## config.mk

```make
export PLATFORM = sky130hd
export DESIGN_NAME = task_slot_list_priority_pick_top_flat
export DESIGN_NICKNAME = d
export VERILOG_FILES = /design/src/rtl/tspp_pkg.sv /design/src/rtl/tspp_req_if.sv /design/src/rtl/tspp_rsp_if.sv /design/src/rtl/tspp_cell.sv /design/src/rtl/task_slot_list_priority_pick_top.sv /design/src/flat_wrapper.sv
export VERILOG_INCLUDE_DIRS = /design/src /design/src/rtl
export SDC_FILE = /design/constraint.sdc
export NUM_CORES = 1
export LEC_CHECK = 0
export ABC_AREA = 0
export ABC_CLOCK_PERIOD_IN_PS = 8200
export BUFFER_PORTS_ARGS = -buffer_cell sky130_fd_sc_hd__buf_2
export CAP_MARGIN = 30
export CELL_PAD_IN_SITES_DETAIL_PLACEMENT = 0
export CELL_PAD_IN_SITES_GLOBAL_PLACEMENT = 2
export CORE_UTILIZATION = 42
export CTS_CLUSTER_DIAMETER = 80
export CTS_CLUSTER_SIZE = 8
export DETAILED_ROUTE_END_ITERATION = 8
export PLACE_DENSITY_LB_ADDON = 0.1
export RECOVER_POWER = 25
export REMOVE_ABC_BUFFERS = 1
export SYNTH_ARGS = -nofsm -noshare
export SYNTH_HDL_FRONTEND = slang
export SYNTH_HIERARCHICAL = 1
export SYNTH_SLANG_ARGS = --single-unit
```

## constraint.sdc

```tcl
create_clock -name clock -period 8.2 [get_ports clock]
set_input_delay 0.82 -clock clock [delete_from_list [all_inputs] [get_ports clock]]
set_output_delay 0.82 -clock clock [all_outputs]
set_load 0.005 [all_outputs]
```

## src/rtl/task_slot_list_priority_pick_top_defines.svh

```systemverilog
// assertion macros used by the rtl
`ifndef TASK_SLOT_LIST_PRIORITY_PICK_TOP_DEFINES_SVH
`define TASK_SLOT_LIST_PRIORITY_PICK_TOP_DEFINES_SVH

// same-cycle implication
`define TSPP_ASSERT_NOW(lbl, clk, rst, ante, cons, msg) \
   lbl: assert property (@(posedge clk) disable iff (rst) (ante) |-> (cons)) else $error(msg);

// next-cycle implication
`define TSPP_ASSERT_NEXT(lbl, clk, rst, ante, cons, msg) \
   lbl: assert property (@(posedge clk) disable iff (rst) (ante) |=> (cons)) else $error(msg);

`endif

```

## src/rtl/tspp_pkg.sv

```systemverilog
package tspp_pkg;

   localparam int ID_W = 8;
   localparam int PRIO_W = 8;
   localparam logic [ID_W-1:0] EMPTY_ID = 8'hFF;
   localparam logic [PRIO_W-1:0] NO_PRIO = 8'hFF;

   typedef enum logic [1:0] {
      OP_ADD    = 2'd0,
      OP_REMOVE = 2'd1,
      OP_QUERY  = 2'd2,
      OP_POP    = 2'd3
   } op_type;

   typedef enum logic [1:0] {
      ST_IDLE,
      ST_SCAN,
      ST_CLEAR,
      ST_FINISH
   } state_type;

   typedef struct packed {
      logic [ID_W-1:0]   id;
      logic [PRIO_W-1:0] prio;
   } slot_type;

endpackage

```

## src/rtl/tspp_req_if.sv

```systemverilog
interface tspp_req_if;
   logic                        valid;
   logic                        ready;
   logic [1:0]                  opcode;
   logic [tspp_pkg::ID_W-1:0]   task_id;
   logic [tspp_pkg::PRIO_W-1:0] task_priority;

   modport source (output valid, output opcode, output task_id, output task_priority,
                   input ready);
   modport sink (input valid, input opcode, input task_id, input task_priority,
                 output ready);
endinterface

```

## src/rtl/tspp_rsp_if.sv

```systemverilog
interface tspp_rsp_if;
   logic                      valid;
   logic                      ready;
   logic                      found;
   logic                      table_empty;
   logic                      picked_valid;
   logic [tspp_pkg::ID_W-1:0] picked_id;

   modport source (output valid, output found, output table_empty, output picked_valid,
                   output picked_id, input ready);
   modport sink (input valid, input found, input table_empty, input picked_valid,
                 input picked_id, output ready);
endinterface

```

## src/rtl/tspp_cell.sv

```systemverilog
module tspp_cell (
   input  logic               clock,
   input  logic               reset,
   input  logic               shift,
   input  tspp_pkg::slot_type d_in,
   output tspp_pkg::slot_type q
);

   logic [tspp_pkg::ID_W-1:0]   id_ff;
   logic [tspp_pkg::PRIO_W-1:0] prio_ff;

   always_ff @(posedge clock) begin
      if (reset) begin
         id_ff <= tspp_pkg::EMPTY_ID;
      end else if (shift) begin
         id_ff <= d_in.id;
      end
   end

   always_ff @(posedge clock) begin
      if (shift) begin
         prio_ff <= d_in.prio;
      end
   end

   assign q.id   = id_ff;
   assign q.prio = prio_ff;

endmodule

```

## src/rtl/task_slot_list_priority_pick_top.sv

```systemverilog
// Task slot table of SLOT_COUNT slots held in a ring of cells that, during a scan or clearing
// pass, rotates one slot per clock past a single head compare unit. An operation is accepted
// only while the block is idle; add, remove and query take one full rotation, and pop takes
// two (one to find the lowest priority value, one to empty every slot holding the picked id),
// after which the result is registered. The result waits in an output
// register, so a new operation can be accepted while the previous result is not yet taken.
// Ids are 8 bits with 255 meaning empty; a slot with priority 255 is never popped.
`include "task_slot_list_priority_pick_top_defines.svh"

module task_slot_list_priority_pick_top #(
   parameter int SLOT_COUNT = 8
) (
   input logic       clock,
   input logic       reset,
   tspp_req_if.sink  req_ch,
   tspp_rsp_if.source rsp_ch
);

   localparam int CNT_W = (SLOT_COUNT > 1) ? $clog2(SLOT_COUNT) : 1;

   tspp_pkg::state_type state_ff, state_in;
   tspp_pkg::slot_type  cell_q [SLOT_COUNT];
   tspp_pkg::slot_type  head, tail_in;

   logic [CNT_W-1:0]             cnt_ff;
   tspp_pkg::op_type             op_ff;
   logic [tspp_pkg::ID_W-1:0]    id_ff;
   logic [tspp_pkg::PRIO_W-1:0]  prio_ff;
   logic                         flag_ff, flag_in;
   logic                         any_ff, any_in;
   logic [tspp_pkg::PRIO_W-1:0]  best_ff, best_in;
   logic [tspp_pkg::ID_W-1:0]    best_id_ff, best_id_in;

   logic                         rsp_valid_ff;
   logic                         rsp_found_ff;
   logic                         rsp_empty_ff;
   logic                         rsp_pvalid_ff;
   logic [tspp_pkg::ID_W-1:0]    rsp_pid_ff;

   logic shift, accept, last, rsp_free, load_rsp, id_ok, hit, occ, pick_ok;

   // ring of slot cells
   for (genvar i = 0; i < SLOT_COUNT; i++) begin : g_cell
      tspp_pkg::slot_type d;
      if (i == SLOT_COUNT - 1) begin : g_tail
         assign d = tail_in;
      end else begin : g_link
         assign d = cell_q[i+1];
      end
      tspp_cell u_cell (
         .clock (clock),
         .reset (reset),
         .shift (shift),
         .d_in  (d),
         .q     (cell_q[i])
      );
   end

   assign head     = cell_q[0];
   assign last     = (cnt_ff == CNT_W'(SLOT_COUNT - 1));
   assign rsp_free = !rsp_valid_ff || rsp_ch.ready;
   assign accept   = req_ch.valid && req_ch.ready;

   // next state
   always_comb begin
      state_in = state_ff;
      case (state_ff)
         tspp_pkg::ST_IDLE: begin
            if (req_ch.valid) state_in = tspp_pkg::ST_SCAN;
         end
         tspp_pkg::ST_SCAN: begin
            if (last) begin
               state_in = (op_ff == tspp_pkg::OP_POP) ? tspp_pkg::ST_CLEAR
                                                      : tspp_pkg::ST_FINISH;
            end
         end
         tspp_pkg::ST_CLEAR: begin
            if (last) state_in = tspp_pkg::ST_FINISH;
         end
         tspp_pkg::ST_FINISH: begin
            if (rsp_free) state_in = tspp_pkg::ST_IDLE;
         end
         default: state_in = tspp_pkg::ST_IDLE;
      endcase
   end

   // state outputs
   always_comb begin
      req_ch.ready = 1'b0;
      shift        = 1'b0;
      load_rsp     = 1'b0;
      case (state_ff)
         tspp_pkg::ST_IDLE:   req_ch.ready = 1'b1;
         tspp_pkg::ST_SCAN:   shift = 1'b1;
         tspp_pkg::ST_CLEAR:  shift = 1'b1;
         tspp_pkg::ST_FINISH: load_rsp = rsp_free;
         default: ;
      endcase
   end

   // head slot processing
   assign id_ok   = (id_ff != tspp_pkg::EMPTY_ID);
   assign hit     = (head.id == id_ff);
   assign occ     = (head.id != tspp_pkg::EMPTY_ID);
   assign pick_ok = (best_ff != tspp_pkg::NO_PRIO);

   always_comb begin
      tail_in    = head;
      flag_in    = flag_ff;
      best_in    = best_ff;
      best_id_in = best_id_ff;
      if (state_ff == tspp_pkg::ST_SCAN) begin
         case (op_ff)
            tspp_pkg::OP_ADD: begin
               if (id_ok && !occ && !flag_ff) begin
                  tail_in.id   = id_ff;
                  tail_in.prio = prio_ff;
                  flag_in      = 1'b1;
               end
            end
            tspp_pkg::OP_REMOVE: begin
               if (id_ok && hit) tail_in.id = tspp_pkg::EMPTY_ID;
            end
            tspp_pkg::OP_QUERY: begin
               if (id_ok && hit) flag_in = 1'b1;
            end
            tspp_pkg::OP_POP: begin
               if (occ && (head.prio < best_ff)) begin
                  best_in    = head.prio;
                  best_id_in = head.id;
               end
            end
            default: ;
         endcase
      end else if (state_ff == tspp_pkg::ST_CLEAR) begin
         if (pick_ok && (head.id == best_id_ff)) tail_in.id = tspp_pkg::EMPTY_ID;
      end
      any_in = any_ff || (tail_in.id != tspp_pkg::EMPTY_ID);
      // pop counts occupancy on the clearing pass only
      if ((state_ff == tspp_pkg::ST_SCAN) && last && (op_ff == tspp_pkg::OP_POP)) begin
         any_in = 1'b0;
      end
   end

   always_ff @(posedge clock) begin
      if (reset) begin
         state_ff     <= tspp_pkg::ST_IDLE;
         cnt_ff       <= '0;
         rsp_valid_ff <= 1'b0;
      end else begin
         state_ff <= state_in;
         if (accept) begin
            cnt_ff <= '0;
         end else if (shift) begin
            cnt_ff <= last ? '0 : cnt_ff + CNT_W'(1);
         end
         if (load_rsp) begin
            rsp_valid_ff <= 1'b1;
         end else if (rsp_ch.ready) begin
            rsp_valid_ff <= 1'b0;
         end
      end
   end

   always_ff @(posedge clock) begin
      if (accept) begin
         op_ff   <= tspp_pkg::op_type'(req_ch.opcode);
         id_ff   <= req_ch.task_id;
         prio_ff <= req_ch.task_priority;
         flag_ff <= 1'b0;
         any_ff  <= 1'b0;
         best_ff <= tspp_pkg::NO_PRIO;
      end else if (shift) begin
         flag_ff    <= flag_in;
         any_ff     <= any_in;
         best_ff    <= best_in;
         best_id_ff <= best_id_in;
      end
   end

   always_ff @(posedge clock) begin
      if (load_rsp) begin
         rsp_found_ff  <= (op_ff == tspp_pkg::OP_QUERY) && flag_ff;
         rsp_empty_ff  <= !any_ff;
         rsp_pvalid_ff <= (op_ff == tspp_pkg::OP_POP) && pick_ok;
         rsp_pid_ff    <= ((op_ff == tspp_pkg::OP_POP) && pick_ok) ? best_id_ff : '0;
      end
   end

   assign rsp_ch.valid        = rsp_valid_ff;
   assign rsp_ch.found        = rsp_found_ff;
   assign rsp_ch.table_empty  = rsp_empty_ff;
   assign rsp_ch.picked_valid = rsp_pvalid_ff;
   assign rsp_ch.picked_id    = rsp_pid_ff;

   `TSPP_ASSERT_NEXT(a_accept_scans, clock, reset, accept, state_ff == tspp_pkg::ST_SCAN, "accepted operation did not start a scan")
   `TSPP_ASSERT_NOW(a_pick_not_empty, clock, reset, rsp_ch.valid && rsp_ch.picked_valid, rsp_ch.picked_id != tspp_pkg::EMPTY_ID, "picked id is the empty marker")
   `TSPP_ASSERT_NOW(a_no_pick_zero, clock, reset, rsp_ch.valid && !rsp_ch.picked_valid, rsp_ch.picked_id == '0, "picked id nonzero without a pick")
   `TSPP_ASSERT_NOW(a_found_xor_pick, clock, reset, rsp_ch.valid, !(rsp_ch.found && rsp_ch.picked_valid), "found and pick in one result")

endmodule
```

## src/flat_wrapper.sv

```systemverilog
// flat-port wrapper written by rule: the top's interface ports become plain ports
module task_slot_list_priority_pick_top_flat 
#(
   parameter int SLOT_COUNT = 8
)
  (clock, reset, req_ch_valid, req_ch_opcode, req_ch_task_id, req_ch_task_priority, req_ch_ready, rsp_ch_valid, rsp_ch_found, rsp_ch_table_empty, rsp_ch_picked_valid, rsp_ch_picked_id, rsp_ch_ready);
  tspp_req_if req_ch_i ();
  tspp_rsp_if rsp_ch_i ();
  input logic clock;
  input logic reset;
  input wire logic [$bits(req_ch_i.valid)-1:0] req_ch_valid;
  input wire logic [$bits(req_ch_i.opcode)-1:0] req_ch_opcode;
  input wire logic [$bits(req_ch_i.task_id)-1:0] req_ch_task_id;
  input wire logic [$bits(req_ch_i.task_priority)-1:0] req_ch_task_priority;
  output wire logic [$bits(req_ch_i.ready)-1:0] req_ch_ready;
  output wire logic [$bits(rsp_ch_i.valid)-1:0] rsp_ch_valid;
  output wire logic [$bits(rsp_ch_i.found)-1:0] rsp_ch_found;
  output wire logic [$bits(rsp_ch_i.table_empty)-1:0] rsp_ch_table_empty;
  output wire logic [$bits(rsp_ch_i.picked_valid)-1:0] rsp_ch_picked_valid;
  output wire logic [$bits(rsp_ch_i.picked_id)-1:0] rsp_ch_picked_id;
  input wire logic [$bits(rsp_ch_i.ready)-1:0] rsp_ch_ready;
  assign req_ch_i.valid = req_ch_valid;
  assign req_ch_i.opcode = req_ch_opcode;
  assign req_ch_i.task_id = req_ch_task_id;
  assign req_ch_i.task_priority = req_ch_task_priority;
  assign req_ch_ready = req_ch_i.ready;
  assign rsp_ch_valid = rsp_ch_i.valid;
  assign rsp_ch_found = rsp_ch_i.found;
  assign rsp_ch_table_empty = rsp_ch_i.table_empty;
  assign rsp_ch_picked_valid = rsp_ch_i.picked_valid;
  assign rsp_ch_picked_id = rsp_ch_i.picked_id;
  assign rsp_ch_i.ready = rsp_ch_ready;
  task_slot_list_priority_pick_top #(.SLOT_COUNT(SLOT_COUNT)) u_core (.clock(clock), .reset(reset), .req_ch(req_ch_i), .rsp_ch(rsp_ch_i));
endmodule
```

---- After elaboration in Yosys (flattened, before gate mapping) ----
Cells that the tools add are included.
storage, ports and cells
  output and inout bits ................... 13
  word-level logic and storage cells ...... 102
  input bits .............................. 22
  register bits ........................... 181
operators by class
  equality and inequality tests ........... 19
  bitwise operators ....................... 1
  add/subtract/negate cells ............... 1
  muxes and demuxes ....................... 24
  reductions and logical operators ........ 26
  magnitude comparators ................... 1
operators by type and width
  kind                   number
  $mux W8                6
  $ne A8 B8 Y1 const B   4
  $eq A8 B8 Y1           2
  $mux W16               1
  $pmux W8 S2            1
  $logic_and A1 B1 Y1    10
  $ne A2 B1 Y1 const B   5
  $reduce_and A5 Y1      2
  $mux W1                9
  $eq A2 B2 Y1 const B   4
  $lt A8 B8 Y1           1
  $mux W2                4
  $pmux W2 S4            1
  $reduce_and A4 Y1      2
  $eq A2 B1 Y1 const B   2
  $logic_not A1 Y1       4
  $logic_not A2 Y1       2
  $reduce_bool A2 Y1     2
  $reduce_or A2 Y1       2
  $add A3 B1 Y3 const B  1
  $eq A3 B3 Y1 const B   1
  $mux W3                1
  $logic_or A1 B1 Y1     2
  $ne A2 B2 Y1 const B   1
  other kinds (2)        2

---- Depth between registers and ports, before layout ----
Gate-level depths: netlist of the first run.
  depth in word-level cells ............... 10
  depth in mapped cells ................... 9
  gate-level depth less buffers ........... 8

---- Hierarchy ----
The synthesis of the first run kept the hierarchy.
modules (own cells, without submodules)
  module                            times used  seq. area each (um^2)  cells each  area each (um^2)
  tspp_cell                         8           400.4                  34          543.0
  task_slot_list_priority_pick_top  1           1431.4                 229         2710.1

---- Worst setup path after synthesis of the first run ----
No wires, ideal clock.
  path kind ............................... reg-to-reg
  from .................................... reg u_core.state_ff[1]
  to ...................................... reg u_core.any_ff
  data required time ...................... 8.065 ns
  cell stages (with the launch flop) ...... 10
  slack ................................... 3.908 ns
  clock period less this slack ............ 4.292 ns
  setup time .............................. 0.135 ns
  arrival time ............................ 4.157 ns
  path buffers ............................ 1
  cells stage by stage .................... dfxtp_1 > inv_1 > ha_1 > clkbuf_1 > nand2_1 > or3_1 > nand3_1 > nand2_1 > a2111oi_0 > a31oi_1
on the way
  elaborated cells between the ends (all ways) .. 14
  those cells by class .................... eq/ne (3); mux (5); reduce/logical (6)
RTL lines
  element                                              line                                     RTL
  from (decl)                                          task_slot_list_priority_pick_top.sv:21   tspp_pkg::state_type state_ff, state_in;
  from (signal assigned)                               task_slot_list_priority_pick_top.sv:147  state_ff <= tspp_pkg::ST_IDLE;
  from (signal assigned)                               task_slot_list_priority_pick_top.sv:151  state_ff <= state_in;
  $eq A2 B2 Y1 / $eq A2 B1 Y1 (equally long branches)  task_slot_list_priority_pick_top.sv:92   case (state_ff)
  $reduce_or A2 Y1 (no line) *                         --
  $mux W1 *                                            task_slot_list_priority_pick_top.sv:92
  via u_core.shift                                     task_slot_list_priority_pick_top.sv:40   logic shift, accept, last, rsp_free, load_rsp, id_ok, hit, occ, pick_ok;
  to (signal assigned)                                 task_slot_list_priority_pick_top.sv:175  any_ff <= any_in;
  to (decl)                                            task_slot_list_priority_pick_top.sv:30   logic any_ff, any_in;
The timed path passes the listed nets; every way through them passes the cells marked *.
A chain may end at the register's enable or synchronous reset.

==> results.md, run 1 <==
- Post-synth EDFFs: 101
- Flops & latches, synth: between 150 and 200
- Final Max Tran Viols: 0
- Critical path's slowest cell: nand3_1
- Hold Crit Class: flop to flop
- Horiz. Die Dim: 131.6 um
- Area contributors post-synth: edfxtp_1 43%, dfxtp_1 23%, a211o_2 6.8%
- GP Congestion: ~0.74
- Num ports: 35
- # setup viols final: 0
- Peak Freq: 322.5 MHz
- Setup tns final: 0 ns
- Vias in the first global route: 3791
- Area share of the largest cell type after synthesis: around 43%
- Clock skew: roughly 0.012 ns
- CTS buffer count: 17
- Post-CTS Hold Buffers: 0
- First-pass GRT wire length: between 15000 and 20000 um
- Syn avg cell area: 14.08 um^2
- Worst-path fanout max: 16
- CTS Sinks: 181
- CP required: roughly 8.5 ns
- Via/cell ratio: approximately 5.1
- Routed Antenna Nets: 0
- Nets: around 570
- Crit path kind: flop to flop
- Top FF cell, synth: edfxtp_1
- DIE AREA: roughly 0.017 mm^2
- Final cell count without fillers: slightly below 800
- Worst-margin pin slew: just over 0.9 ns
- Fraction of layout cells with a size suffix above 1: ~23%
- Crit path max-delay family: simple AND/OR/NAND/NOR gates
- Layout area overhead: 13.82%
- Post-layout min period: about 3.1 ns
- Worst VDD drop: 0.1694 mV
- Crit path cell chain: inv_1 > ha_1 > inv_2 > nor4_2 > nand3_1 > o21a_1 > o22a_1 > a211o_2
- Final hold violation count: 0
- Async SR Flop Fraction: 0%
- Total congestion overflow: 0
- FP Rows: 47
- Status: complete, no violations
- Via count: between 3000 and 4000
- Post-Place Cells: 739
- Buffer levels on the longest clock path: 2
- Lkg Pwr: slightly below 3 nW
- Worst setup EP type: flop
- Initial antenna violation count: 0
- DRC viols: 0
- Power per cell area: 452.5 mW/mm^2
- Post-Syn Area: 0.007054 mm^2
- Core ar.: around 0.016 mm^2
- Detailed placement HPWL: 7626 um
- Ant diodes: 0
- Final wirelength: 12070 um
- Port buffer count: 34
- Later-pin clock latency in the skew report: 0.43 ns
- CP arrival: around 3.4 ns
- Yosys cell types: 49
- Cells after Synth: 501
- Slowest stage delay, CP: between 0.7 and 0.8 ns
- Die height: 131.6 um
- Largest net degree at the start of global routing: 91
- Rel. slew slack: 38.13%
- Top-count cell post-synth: edfxtp_1
- Drt initial violations: 199
- Pre-Repair DR Iteration Count: 4
- Top post-synthesis cells by count: 101 x edfxtp_1, 80 x dfxtp_1, 68 x nor2b_1
- CP startpoint kind: flop
- WL per Instance: 15.65 um
- CP bufs+invs: 2
- Clock-pin transition on the worst setup and hold timing paths: approximately 0.070 ns
- Gates resized, CTS repair: 0
- Maximum Capacitance Violations: 0
- Tot GR Track Use: 14.76%
- Clk root buf: clkbuf_16
- Top cell type by total area after synthesis: edfxtp_1
- H-tree depth: 4
- FILL cells: 1475
- Postcts setup bufs: 0
- Register area share after synthesis: 65.70%
- Period utilization: 37.81%
- Unrepaired setup endpoints after global routing: false
- Initial Util: approximately 43%
- Ys Warns: 6
- CTS tree: built
-- layer usage --
| layer | vias to the layer above | share of wire [%] | GRT usage [%] | wire, um |
|---|---|---|---|---|
| li1 | 1969 | - | - | - |
| met1 | 1885 | 52 | 20.98 | 6335 |
| met2 | 58 | 42 | 21.22 | 5103 |
| met3 | 20 | 3.0 | 3.511 | 367 |
| met4 | 0 | 2.2 | 6.783 | 262 |
| met5 | - | 0 | 0 | 0 |
-- logic make-up (layout without fill, tap and decap cells) --
kind of cell | count (synthesis) | count (layout) | share of synthesized area [%]
DFF | 181 | 181 | 65.70
and+or+nand+nor | 124 | 124 | 10.29
AOI/OAI and AO/OA | 117 | 117 | 14.93
buffers and inverters | 38 | 88 | 2.944
xor gates and xnor gates | 16 | 16 | 1.986
adders and majority gates | 13 | 13 | 2.306
muxes | 12 | 12 | 1.845
-- registers in the layout (all words and copies together) (netlist names), 2 cells and up --
name and count:
u_core/prio_ff 8, u_core/cnt_ff 3, u_core/best_ff 8, u_core/id_ff 8, u_core/g_cell.u_cell/prio_ff 64, u_core/state_ff 2
u_core/rsp_ch.picked_id 8, u_core/best_id_ff 8, u_core/op_ff 2, u_core/g_cell.u_cell/id_ff 64
-- through the flow --
stage	util [%]	power (mW)	worst slack (ns)	cell area, um^2	hold WS (ns)
final	48.76	3.633	5.100	8029	0.4186
after global routing	48.76	3.892	4.862	8029	0.4254
after CTS	48.76	3.686	5.061	8029	0.4221
after detailed placement	45.22	2.876	5.072	7446	0.4045
after global placement	44.89	2.797	5.095	7391	0.4011
after floorplan	-	2.629	3.103	6910	0.4003
-- placed cells by master, fill, tap and decap left out, drive strengths merged, types with 2 or more instances in the layout --
cell,instances
nor2b,68
o22ai,2
and2,8
nor2,11
xnor2,16
o21a,6
nand2,8
mux2i,4
o22a,7
mux2,8
clkbuf,18
nand3,7
ha,13
nor3,6
a2111oi,2
edfxtp,101
clkinv,5
a211o,64
a21oi,3
dfxtp,80
inv,26
o31ai,2
and3,3
o211ai,19
a21o,2
nand4,8
buf,39
-- power breakdown --
| group | internal (mW) | total, mW | leakage (nW) | switching (mW) |
|---|---|---|---|---|
| sequential | 1.48 | 1.70 | 1.61 | 0.212 |
| combinational | 0.509 | 1.15 | 1.02 | 0.643 |
| clock | 0.422 | 0.786 | 0.292 | 0.364 |
-- final timing paths --
path	startpoint	end	slack [ns]	cells past startpoint
worst max-delay path	u_core/state_ff[1]	u_core/g_cell[7].u_cell/id_ff[3]	5.10	8
worst min-delay path	u_core/g_cell[3].u_cell/prio_ff[6]	u_core/g_cell[2].u_cell/prio_ff[6]	0.42	0
worst max register to register	u_core/state_ff[1]	u_core/g_cell[7].u_cell/id_ff[3]	5.10	8
worst min register to register	u_core/g_cell[3].u_cell/prio_ff[6]	u_core/g_cell[2].u_cell/prio_ff[6]	0.42	0
-- area by class of cell --
| cell class | count | area, um^2 | area share [%] |
|---|---|---|---|
| clock buffer | 18 | 450.4 | 5.610 |
| inverter | 17 | 63.81 | 0.7948 |
| tap | 220 | 275.3 | 3.428 |
| sequential | 181 | 4634 | 57.72 |
| timing repair buffer | 39 | 247.7 | 3.086 |
| clock inverter | 14 | 132.6 | 1.652 |
| multi-input combinational | 282 | 2225 | 27.71 |
(Power assumes the default switching activity.)
==> run 2: changes to the inputs <==
--- a/config.mk
+++ b/config.mk
@@ -7,7 +7,7 @@
 export NUM_CORES = 1
 export LEC_CHECK = 0
 export ABC_AREA = 0
-export ABC_CLOCK_PERIOD_IN_PS = 8200
+export ABC_CLOCK_PERIOD_IN_PS = 2920
 export BUFFER_PORTS_ARGS = -buffer_cell sky130_fd_sc_hd__buf_2
 export CAP_MARGIN = 30
 export CELL_PAD_IN_SITES_DETAIL_PLACEMENT = 0
==> constraint.sdc (replaced) <==
create_clock -name clock -period 2.92 [get_ports clock]
set_input_delay 0.292 -clock clock [delete_from_list [all_inputs] [get_ports clock]]
set_output_delay 0.292 -clock clock [all_outputs]
set_load 0.005 [all_outputs]
==> results.md, run 2 (synthesis gave the netlist of run 1 again) <==
- Status: complete, no violations
- Total congestion overflow: 0 (unchanged)
- Most common cell after layout, fill and taps aside: edfxtp_1
- CTS Sinks: 181 (unchanged)
- Largest net degree at the start of global routing: 171 (+88%)
- Via count: 3939 (+0.18%)
- Post-layout min period: 2.411 ns (-0.6894 ns)
- Worst-margin pin slew: 0.9782 ns (+0.05014 ns)
- Initial antenna violation count: 0 (unchanged)
- Num ports: 35 (unchanged)
- Post-Place Cells: 744 (+0.68%)
- Most frequent cells in the layout: 101 x edfxtp_1, 80 x dfxtp_1, 68 x nor2b_1, 48 x a211o_2, 33 x buf_2
- Largest registers: u_core/g_cell.u_cell/id_ff: 64 flops, u_core/g_cell.u_cell/prio_ff: 64 flops
- NetSw: 3.441 mW (+180%)
- H-tree depth: 4 (unchanged)
- Clock skew: 0.007332 ns (-0.004576 ns)
- Die height: 131.6 um (unchanged)
- Peak Freq: 414.7 MHz (+29%)
- Crit path kind: flop to flop
- Horiz. Die Dim: 131.6 um (unchanged)
- Setup tns final: 0 ns (unchanged)
- DRT met1 WL: 6427 um (+1.5%)
- Period utilization: 82.57% (+45 points)
- Gates resized, CTS repair: 0 (unchanged)
- Unrepaired setup endpoints after global routing: false
- Ant diodes: 0 (unchanged)
- Core ar.: 0.01647 mm^2 (unchanged)
- Lkg Pwr: 2.919 nW (about the same)
- Worst-path fanout max: 9 (-7)
- Port buffer count: 34 (unchanged)
- Worst VDD drop: 0.9640 mV (+470%)
- DRC viols: 0 (unchanged)
- Power per cell area: 1266 mW/mm^2 (+180%)
- Buffer levels on the longest clock path: 2 (unchanged)
- FILL cells: 1469 (-0.41%)
- Clock power share: 21.3% (-0.3 points)
- Sw Share: 33.90% (+0.34 points)
- Highest metal used: met4
- Drt initial violations: 280 (+41%)
- Postcts setup bufs: 0 (unchanged)
- CTS buffer count: 17 (unchanged)
- CTS tree: built
- Int Pwr: 6.710 mW (+180%)
- Rel. slew slack: 34.65% (-3.5 points)
- Final cell count without fillers: 776 (+0.65%)
- CP required: 3.01 ns (-5.51 ns)
- Final hold violation count: 0 (unchanged)
- Initial Util: 42.84% (unchanged)
- First-pass GRT wire length: 20340 um (+3.3%)
- Detailed placement HPWL: 7787 um (+2.1%)
- WL per Instance: 15.81 um (+1.0%)
- Clock-pin transition on the worst setup and hold timing paths: 0.07 ns (about the same)
- Vias in the first global route: 3893 (+2.7%)
- Worst hold margin: 0.03683 ns (-0.3818 ns)
- Final wirelength: 12270 um (+1.7%)
- Fraction of layout cells with a size suffix above 1: 23.20% (+0.33 points)
- Later-pin clock latency in the skew report: 0.43 ns (about the same)
- Maximum Capacitance Violations: 0 (unchanged)
- Via/cell ratio: 5.076 (-0.47%)
- CP arrival: 2.51 ns (-0.91 ns)
- Pre-Repair DR Iteration Count: 6 (+2)
- Tot GR Track Use: 15.26% (+0.51 points)
- Metal3 WL: 491 um (+34%)
- Final Max Tran Viols: 0 (unchanged)
- Hold Crit Class: primary input to flop
- # setup viols final: 0 (unchanged)
- Nets: 578 (+0.87%)
- Layout area overhead: 13.66%
- DIE AREA: 0.01732 mm^2 (unchanged)
- Worst setup EP type: flop
- Post-CTS Hold Buffers: 0 (unchanged)
- FP Rows: 47 (unchanged)
- Combinational Power Share: 31.8% (about the same)
- CP startpoint kind: flop
- Reg power frac: 46.9% (+0.2 points)
- Met2 Wirelength: 5181 um (+1.5%)
- Util after Layout: 48.69% (-0.068 points)
- GP Congestion: 0.7919 (+7.5%)
- Clk root buf: clkbuf_16
- Routed Antenna Nets: 0 (unchanged)
[run 2: worst paths after layout]
check                                                         from                                  to  slack, ns  cells after the start
worst max-delay path            u_core/g_cell[0].u_cell/prio_ff[1]                u_core/best_id_ff[2]       0.51                      6
worst min-delay path                             req_ch_task_id[7]                     u_core/id_ff[7]       0.04                      1
worst max register to register  u_core/g_cell[0].u_cell/prio_ff[1]                u_core/best_id_ff[2]       0.51                      6
worst min register to register  u_core/g_cell[3].u_cell/prio_ff[4]  u_core/g_cell[2].u_cell/prio_ff[4]       0.42                      0
[run 2: layer usage]
layer	global-route usage, %	vias up
met5	0	-
met4	5.039	0
met3	4.668	16
met2	21.60	60
met1	22.09	1889
li1	-	1974
[run 2: critical path: stages (launching register included)]
cell      delay, ns
edfxtp_1       0.48
ha_1           0.34
a21o_1         0.16
a21oi_1        0.18
o21a_1         0.36
o21a_1         0.20
and3_1         0.37
[run 2: power groups by stage]
stage	Combinational, mW	Clock, mW	Sequential [mW]
6_report	3.23	2.17	4.76
4_1_cts	3.26	2.23	4.77
3_5_place_dp	3.25	0	4.81
2_1_floorplan	1.72	0	3.98
3_3_place_gp	3.20	0	4.78
5_1_grt	3.62	2.33	4.91
[run 2: final cells by class]
cell class | instances | area, um^2 | share of cell area (%)
clock buffers | 17 | 425.4 | 5.306
repair buffers | 44 | 256.5 | 3.199
multi-input cells | 282 | 2225 | 27.75
clock inverters | 15 | 137.6 | 1.717
flip-flops and latches | 181 | 4634 | 57.80
inverters | 17 | 63.81 | 0.7959
well taps | 220 | 275.3 | 3.433
[run 2: stage by stage]
stage	power, mW	instance area [um^2]	setup WS [ns]
floorplan	5.692	6910	-2.177
global placement	7.979	7456	0.5406
detailed placement	8.055	7456	0.5268
CTS	10.27	8019	0.5017
global route	10.87	8018	0.3305
finish	10.15	8018	0.5089
